[config.mk]
export PLATFORM = sky130hd
export DESIGN_NAME = base64_line_wrapped_encoder
export DESIGN_NICKNAME = d
export VERILOG_FILES = /design/src/b64l_pkg.sv /design/src/base64_line_wrapped_encoder.sv /design/src/b64l_core.sv /design/src/b64l_emit.sv
export SDC_FILE = /design/constraint.sdc
export NUM_CORES = 1
export LEC_CHECK = 0
export BUFFER_PORTS_ARGS = -buffer_cell sky130_fd_sc_hd__buf_2
export CAP_MARGIN = 10
export CORE_UTILIZATION = 40
export DETAILED_ROUTE_END_ITERATION = 12
export PLACE_DENSITY = 0.57
export SLEW_MARGIN = 15
export SYNTH_ARGS = -nofsm -noshare
export SYNTH_HDL_FRONTEND = slang
export SYNTH_SLANG_ARGS = --single-unit
[constraint.sdc]
create_clock -name clock -period 5.29 [get_ports clock]
set_clock_uncertainty 0.1 [all_clocks]
set_input_delay 1.058 -clock clock [delete_from_list [all_inputs] [get_ports clock]]
set_output_delay 1.058 -clock clock [all_outputs]
set_load 0.005 [all_outputs]
[src/b64l_pkg.sv]
package b64l_pkg;

   localparam int BYTES_PER_LINE = 54;
   localparam int LINE_CNT_W     = (BYTES_PER_LINE > 1) ? $clog2(BYTES_PER_LINE) : 1;
   localparam int MAX_CHARS      = 5;
   localparam int CHAR_CNT_W     = $clog2(MAX_CHARS + 1);

   localparam logic [7:0] CHAR_NEWLINE = 8'h0A;
   localparam logic [7:0] CHAR_PAD     = 8'h3D;

   typedef struct packed {
      logic [MAX_CHARS-1:0][7:0] chars;   // chars[0] goes out first
      logic [CHAR_CNT_W-1:0]     count;
   } burst_type;

   // standard alphabet: A-Z, a-z, 0-9, '+', '/'
   function automatic logic [7:0] b64_char(input logic [5:0] v);
      logic [7:0] x;
      x = {2'b00, v};
      if (v < 6'd26)
         b64_char = 8'h41 + x;
      else if (v < 6'd52)
         b64_char = 8'h61 + x - 8'd26;
      else if (v < 6'd62)
         b64_char = 8'h30 + x - 8'd52;
      else if (v == 6'd62)
         b64_char = 8'h2B;
      else
         b64_char = 8'h2F;
   endfunction

endpackage

[src/base64_line_wrapped_encoder.sv]
// The first char of a byte's encoding is valid the cycle after its transfer.
// One char leaves per cycle while rsp_stall is low; a byte causes 0, 1, 4 or 5 chars,
// and req_stall holds the next byte until all but the last of them are out. A line
// break rides on the byte that opens the group and adds a newline char to its burst.
// The next byte is taken in the same cycle as the last char of the previous one.
// Reset (synchronous) clears the group, line count and pending chars.
module base64_line_wrapped_encoder (
   input  logic       clock,
   input  logic       reset,
   input  logic       req_valid,
   output logic       req_stall,
   input  logic [7:0] req_data_byte,
   input  logic       req_final_byte,
   output logic       rsp_valid,
   input  logic       rsp_stall,
   output logic [7:0] rsp_out_char,
   output logic       rsp_end_of_run
);

   b64l_pkg::burst_type burst;
   logic                accept;
   logic                busy;

   assign req_stall = busy;
   assign accept    = req_valid && !busy;

   b64l_core u_core (
      .clock      (clock),
      .reset      (reset),
      .accept     (accept),
      .data_byte  (req_data_byte),
      .final_byte (req_final_byte),
      .burst      (burst)
   );

   b64l_emit u_emit (
      .clock          (clock),
      .reset          (reset),
      .load           (accept),
      .burst          (burst),
      .busy           (busy),
      .rsp_valid      (rsp_valid),
      .rsp_stall      (rsp_stall),
      .rsp_out_char   (rsp_out_char),
      .rsp_end_of_run (rsp_end_of_run)
   );

endmodule

[src/b64l_core.sv]
module b64l_core (
   input  logic                clock,
   input  logic                reset,
   input  logic                accept,
   input  logic [7:0]          data_byte,
   input  logic                final_byte,
   output b64l_pkg::burst_type burst
);

   logic [15:0]                     held_ff, held_in;
   logic [1:0]                      pos_ff, pos_in;
   logic [b64l_pkg::LINE_CNT_W-1:0] line_ff, line_in;
   logic                            started_ff, started_in;

   logic [1:0]  pos;
   logic        newline;
   logic        close;
   logic [15:0] held_next;
   logic [23:0] bits;
   logic [7:0]  c0, c1, c2, c3;

   always_comb begin
      pos     = (pos_ff == 2'd3) ? 2'd2 : pos_ff;
      newline = (pos == 2'd0) && started_ff && (line_ff == '0);
      close   = final_byte || (pos == 2'd2);

      case (pos)
         2'd0:    held_next = {data_byte, 8'h00};
         2'd1:    held_next = {held_ff[15:8], data_byte};
         default: held_next = held_ff;
      endcase

      bits = {held_next, (pos == 2'd2) ? data_byte : 8'h00};
      c0   = b64l_pkg::b64_char(bits[23:18]);
      c1   = b64l_pkg::b64_char(bits[17:12]);
      c2   = (pos != 2'd0) ? b64l_pkg::b64_char(bits[11:6]) : b64l_pkg::CHAR_PAD;
      c3   = (pos == 2'd2) ? b64l_pkg::b64_char(bits[5:0]) : b64l_pkg::CHAR_PAD;

      burst.chars = '0;
      if (newline) begin
         burst.chars[0] = b64l_pkg::CHAR_NEWLINE;
         burst.chars[1] = c0;
         burst.chars[2] = c1;
         burst.chars[3] = c2;
         burst.chars[4] = c3;
      end else begin
         burst.chars[0] = c0;
         burst.chars[1] = c1;
         burst.chars[2] = c2;
         burst.chars[3] = c3;
      end

      if (close)
         burst.count = newline ? b64l_pkg::CHAR_CNT_W'(5) : b64l_pkg::CHAR_CNT_W'(4);
      else
         burst.count = newline ? b64l_pkg::CHAR_CNT_W'(1) : b64l_pkg::CHAR_CNT_W'(0);

      held_in    = held_ff;
      pos_in     = pos_ff;
      line_in    = line_ff;
      started_in = started_ff;
      if (accept) begin
         if (final_byte) begin
            held_in    = '0;
            pos_in     = '0;
            line_in    = '0;
            started_in = 1'b0;
         end else begin
            held_in    = close ? 16'h0000 : held_next;
            pos_in     = close ? 2'd0 : pos + 2'd1;
            line_in    = (line_ff == b64l_pkg::LINE_CNT_W'(b64l_pkg::BYTES_PER_LINE - 1))
                         ? '0 : line_ff + 1'b1;
            started_in = 1'b1;
         end
      end
   end

   always_ff @(posedge clock) begin
      if (reset) begin
         held_ff    <= '0;
         pos_ff     <= '0;
         line_ff    <= '0;
         started_ff <= 1'b0;
      end else begin
         held_ff    <= held_in;
         pos_ff     <= pos_in;
         line_ff    <= line_in;
         started_ff <= started_in;
      end
   end

   a_final_clears: assert property (@(posedge clock) disable iff (reset)
      (accept && final_byte) |=> (pos_ff == 2'd0 && line_ff == '0 && !started_ff))
      else $error("state not cleared after final byte");

   a_pos_range: assert property (@(posedge clock) disable iff (reset)
      pos_ff != 2'd3)
      else $error("group position out of range");

   a_line_range: assert property (@(posedge clock) disable iff (reset)
      line_ff <= b64l_pkg::LINE_CNT_W'(b64l_pkg::BYTES_PER_LINE - 1))
      else $error("line count out of range");

endmodule

[src/b64l_emit.sv]
module b64l_emit (
   input  logic                clock,
   input  logic                reset,
   input  logic                load,
   input  b64l_pkg::burst_type burst,
   output logic                busy,
   output logic                rsp_valid,
   input  logic                rsp_stall,
   output logic [7:0]          rsp_out_char,
   output logic                rsp_end_of_run
);

   logic [b64l_pkg::MAX_CHARS-1:0][7:0] chars_ff, chars_in;
   logic [b64l_pkg::CHAR_CNT_W-1:0]     count_ff, count_in;
   logic                                take;

   assign rsp_valid      = (count_ff != '0);
   assign rsp_out_char   = chars_ff[0];
   assign rsp_end_of_run = (count_ff == b64l_pkg::CHAR_CNT_W'(1));
   assign take           = rsp_valid && !rsp_stall;
   // free (a load may be taken now) if empty or the last char leaves now
   assign busy           = (count_ff > b64l_pkg::CHAR_CNT_W'(1)) || (rsp_valid && rsp_stall);

   always_comb begin
      chars_in = chars_ff;
      count_in = count_ff;
      if (load) begin
         chars_in = burst.chars;
         count_in = burst.count;
      end else if (take) begin
         for (int i = 0; i < b64l_pkg::MAX_CHARS - 1; i++)
            chars_in[i] = chars_ff[i+1];
         chars_in[b64l_pkg::MAX_CHARS-1] = 8'h00;
         count_in = count_ff - 1'b1;
      end
   end

   always_ff @(posedge clock) begin
      if (reset) begin
         count_ff <= '0;
      end else begin
         count_ff <= count_in;
      end
   end

   always_ff @(posedge clock) begin
      chars_ff <= chars_in;
   end

   a_count_range: assert property (@(posedge clock) disable iff (reset)
      count_ff <= b64l_pkg::CHAR_CNT_W'(b64l_pkg::MAX_CHARS))
      else $error("burst count out of range");

   a_no_overwrite: assert property (@(posedge clock) disable iff (reset)
      load |-> (count_ff == '0 || (count_ff == b64l_pkg::CHAR_CNT_W'(1) && take)))
      else $error("burst loaded over pending chars");

endmodule
Word level (Yosys, flattened, before mapping)
Index checks and enable logic that the tools add are counted.

Register bits: 68. Input port bits: 13. Output and inout bits: 11. Logic and storage cells: 106.

Add/subtract/negate cells: 23. $lt $le $gt $ge: 13. Equal/unequal tests: 9. Mux-type cells: 37. Reduce and logical (&&, ||, !) cells: 14.

Operators by type and width (number): $mux 8 (16); $mux 40 (2); $add 7x6->8 const A (8); $lt 6x6->1 const B (8); $mux 16 (2); $mux 32 (1); $pmux 16 s2 (1); $sub 8x5->8 const B (4); $sub 8x6->8 const B (4); $eq 6x6->1 const B (5); $add 6x6->7 const A (4); $lt 6x5->1 const B (4); $mux 3 (7); $mux 6 (2); $add 6x1->6 const B (1); $logic_not 6->1 (1); $mux 2 (3); $logic_and 1x1->1 (5); $eq 2x2->1 const B (2); $reduce_bool 2->1 (2); $eq 3x1->1 const B (1); $gt 3x1->1 const B (1); $mux 1 (3); $reduce_bool 3->1 (1); 6 further kinds (8).

Depth between registers and ports, before layout
Depth after elaboration: 12. Mapped depth: 13. Gate-level depth less buffers: 10.

Modules after synthesis
A second synthesis with hierarchy kept.

Cell total of the unflattened synthesis: 560. Area, all modules: 5122.4 um2.

By module, submodules not included: b64l_core (instances 1, cells each 436, area an instance 3146.8 um2, seq. area each 500.5 um2); b64l_emit (instances 1, cells each 123, area an instance 1961.9 um2, seq. area each 1261.2 um2); base64_line_wrapped_encoder (instances 1, cells each 1, area an instance 13.8 um2, seq. area each 0.0 um2).

Worst setup path before layout
Ideal clock, no wire load.

Kind: in2reg. From: in req_data_byte[1]. To: reg u_emit.chars_ff[18] (netlist name), data pin. Setup time: 0.269 ns. Data arrival time: 2.965 ns. Required time: 4.921 ns. Path slack: 1.956 ns. Cell stages on the path: 11. Path buffers: 1. Cells stage by stage: clkbuf_1 > nor3b_1 > a21oi_4 > inv_2 > ha_1 > nor2b_1 > nor2_1 > or2_2 > o211ai_1 > and3_1 > nor3_1.

RTL lines: start, declared (line base64_line_wrapped_encoder.sv:12) `input logic [7:0] req_data_byte,`; end signal, assigned (line b64l_emit.sv:47) `chars_ff <= chars_in;`; end, declared (line b64l_emit.sv:13) `logic [b64l_pkg::MAX_CHARS-1:0][7:0] chars_ff, chars_in;`.

==> run_results.csv <==
group,metric,value,unit
clocking,cts.sinks,68,
sta,hold_viol_final,0,
clocking,cts_max_level,3,
floorplan,ios,24,
worst_setup_path,max_stage_delay,0.70,ns
flow_run,maxCapViolCount,0,
sta,finalSetupViolCount,0,
sta,maxSlewViolCount,0,
global_route,grt-ovfl-total,0,
yosys,ys_async_sr_fraction,0,
yosys,ys_ff_latch,68,
worst_setup_path,r2r_start,"u_core.pos_ff[1]",
worst_setup_path,critPathCaptureType,"flip-flop",
global_route,grt_pass1_vias,4352,
sta,max_freq,293,MHz
sta,slew_headroom,0.304,
clocking,path_clk_slew,0.06,ns
yosys,synth_area,0.00525,sq mm
yosys,syn_avg_cell_area,8.43,sq um
worst_setup_path,ff2ff_path_depth,9,
sta,min_period_over_period,0.646,
drt,vias_per_cell,5.89,
cells_and_area,synthToLayoutAreaGrowth,7.51,%
yosys,synthFlopType,"edfxtp_1",
cells_and_area,fin_nets,657,
worst_setup_path,r2r_end,"u_emit.chars_ff[20]",
worst_setup_path,slowest_stage,"nor2_2",
cells_and_area,antenna_cells,0,
worst_setup_path,worst-path-stages,9,
floorplan,start_util,0.413,
clocking,cts_buffers,9,
sta,layout_min_cycle_time,3.41,ns
placed_design,gp_congestion,0.928,
drt,drtAntennaViolNets,0,
yosys,synth_cells,623,
pwr,p_total,0.00254,W
drt,wl,15400,um
min_path,hold_class,"flip-flop to flip-flop",
drt,firstDrtPassIters,5,
yosys,ys_types,85,
pwr,leakage,2.13,nW
clocking,post_cts_buffers,0,
min_path,hold_depth,2,
global_route,grt_max_degree,65,
worst_setup_path,worstPathArrival,3.41,ns
yosys,yosys_warnings,0,
yosys,synth_edf_count,40,
pwr,worst_ir_drop_vdd,0.000212,V
global_route,grt_pass1_wl,24200,um
floorplan,die_area,0.0136,sq mm
clocking,insertion_delay,0.35,ns
placed_design,port_buffers,23,
worst_setup_path,critPathLaunchType,"flip-flop",
drt,vias,4679,
floorplan,fp.dieH,117,um
cells_and_area,n_fill_cell,1298,
global_route,antenna_found_initial,0,
yosys,yosysSeqAreaShare,0.336,
cells_and_area,drive_gt1_frac,0.116,
placed_design,dp_hpwl,11000,um
sta,rsz0062_at_grt,"no",
floorplan,rows,41,
drt,drc,0,
sta,fin_tns_setup,0,ns
min_path,hp-start,"u_core.held_ff[2]",
clocking,clockRootBuffer,"clkbuf_16",
pwr,p_per_area,450,mW/mm^2
sta,whs,0.375,ns
global_route,track_usage,0.242,
clocking,cts_tree,"done",
worst_setup_path,critPathRequiredTime,5.28,ns
sta,worstMarginPinSlew,1.04,ns
floorplan,die_x,117,um
clocking,cts_resized,0,
worst_setup_path,crit_buf_inv,1,
worst_setup_path,worstPathMaxFanout,21,
min_path,worstHoldEndpoint,"u_core.held_ff[2]",
worst_setup_path,crit_path_cell_trace,"nor2_2, mux2i_1, inv_1, ha_1, nor2b_1, or3_1, a41oi_1, nand2_1, a32o_1",
drt,drtIter0Drc,391,
worst_setup_path,critical-path-top-delay-family,"simple AND/OR/NAND/NOR gates",
drt,wl_per_cell,19.5,um
clocking,cts_buffer_depth,2,
cells_and_area,finish.utilization,0.444,
clocking,cts_hold_buf,0,
worst_setup_path,worst-setup-path-type,"flip-flop to flip-flop",
worst_setup_path,ff2ff_setup_slack,1.88,ns
status,outcome,"completed",
floorplan,coreArea,0.0127,sq mm
-- registers in the layout, summed over array words and instances (netlist names) --
register,flops
u_core.started_ff,1
u_core.held_ff,16
u_emit.chars_ff,32
u_emit.count_ff,3
u_core.line_ff,6
u_emit.rsp_out_char,8
u_core.pos_ff,2
-- routing by layer --
metal  track usage  vias up  routed length, um
met4         0.118        0                450
met2         0.369      119               7120
met5             0        -                  0
met3        0.0524       21                771
met1         0.323     2251               7110
li1              -     2288                  -
-- area by class of cell --
class / instances / area, sq um / share of cell area
clock buffer: 10 / 229 / 0.0406
clock inverter: 5 / 30.0 / 0.00532
inverter: 33 / 124 / 0.0219
multi-input combinational: 477 / 3110 / 0.551
sequential: 68 / 1760 / 0.312
tap: 172 / 215 / 0.0381
timing repair buffer: 29 / 173 / 0.0306
-- layout by cell type (no fill, tap or decap), types with 8 or more instances in the layout --
| master | instances |
|---|---|
| clkbuf_16 | 9 |
| o21ai_0 | 36 |
| a31oi_1 | 8 |
| dfxtp_1 | 27 |
| a211oi_1 | 9 |
| and3_1 | 8 |
| o211ai_1 | 14 |
| buf_2 | 23 |
| and2_1 | 11 |
| ha_1 | 26 |
| edfxtp_1 | 40 |
| xnor2_1 | 12 |
| a21oi_1 | 36 |
| nor3_1 | 25 |
| o31ai_1 | 9 |
| nand3_1 | 23 |
| nor2_1 | 43 |
| inv_1 | 31 |
| nor2b_1 | 9 |
| nand2_1 | 68 |
-- kinds of logic after synthesis --
kind of cell,share of synthesized area
other,0.000714
buffers and inverters,0.0739
and+or+nand+nor,0.241
xor gates and xnor gates,0.0267
DFF,0.336
AOI/OAI and AO/OA,0.242
muxes,0.0181
adders and majority gates,0.0620
-- per-stage QoR --
| stage | area (sq um) | std cells | worst slack, ns |
|---|---|---|---|
| global placement | 5390 | 779 | 1.73 |
| floorplan | 5260 | 625 | 1.96 |
| finish | 5640 | 794 | 1.88 |
| detailed placement | 5390 | 779 | 1.62 |
| CTS | 5640 | 794 | 1.85 |
| global route | 5640 | 794 | 1.63 |
-- report_power, final --
part | internal (W) | switching [W]
logic | 0.000363 | 0.000695
clock network | 0.000312 | 0.000242
registers | 0.000855 | 0.0000738
-- worst max-delay path by stage --
stage	startpoint	slack (ns)	end
floorplan	req_data_byte[1]	1.96	u_emit.chars_ff[18]
global placement	req_data_byte[3]	1.73	u_emit.chars_ff[18]
detailed placement	req_data_byte[3]	1.62	u_emit.chars_ff[18]
CTS	u_core.pos_ff[1]	1.85	u_emit.chars_ff[20]
global route	u_core.pos_ff[1]	1.63	u_emit.chars_ff[20]
finish	u_core.pos_ff[1]	1.88	u_emit.chars_ff[20]
-- synth_stat cells (4+ instances only) --
| library cell | n | area [sq um] |
|---|---|---|
| a221oi_1 | 4 | 35.0 |
| buf_2 | 6 | 30.0 |
| a21oi_1 | 36 | 180 |
| a32oi_1 | 4 | 35.0 |
| nand2b_1 | 6 | 37.5 |
| clkbuf_1 | 19 | 71.3 |
| ha_1 | 26 | 325 |
| inv_1 | 31 | 116 |
| buf_1 | 5 | 18.8 |
| o211ai_1 | 14 | 105 |
| o21ai_0 | 36 | 180 |
| or2_2 | 4 | 25.0 |
| nor3_1 | 25 | 125 |
| mux2i_1 | 5 | 50.1 |
| nand3_1 | 23 | 115 |
| buf_4 | 11 | 82.6 |
| edfxtp_1 | 40 | 1200 |
| nand4_1 | 5 | 31.3 |
| and3_1 | 8 | 50.1 |
| nand2_1 | 68 | 255 |
| nor2b_1 | 9 | 56.3 |
| xnor2_1 | 12 | 105 |
| a31oi_1 | 8 | 50.1 |
| a211oi_1 | 9 | 67.6 |
| or3_1 | 6 | 37.5 |
| nor3b_1 | 5 | 37.5 |
| a22oi_1 | 6 | 45.0 |
| mux2_2 | 4 | 45.0 |
| nor2_1 | 43 | 161 |
| o31ai_1 | 9 | 67.6 |
| and2_1 | 11 | 68.8 |
| xor2_1 | 4 | 35.0 |
| buf_6 | 5 | 56.3 |
| nand3b_1 | 6 | 45.0 |
| dfxtp_1 | 28 | 561 |
-- worst reg2reg max path, cell delays in order (launching register included) --
cell and delay [ns]:
dfxtp_2 0.43, nor2_2 0.70, mux2i_1 0.50, inv_1 0.13, ha_1 0.25, nor2b_1 0.18, or3_1 0.31, a41oi_1 0.26
nand2_1 0.08, a32o_1 0.23
Power figures use the tool's default switching activity.
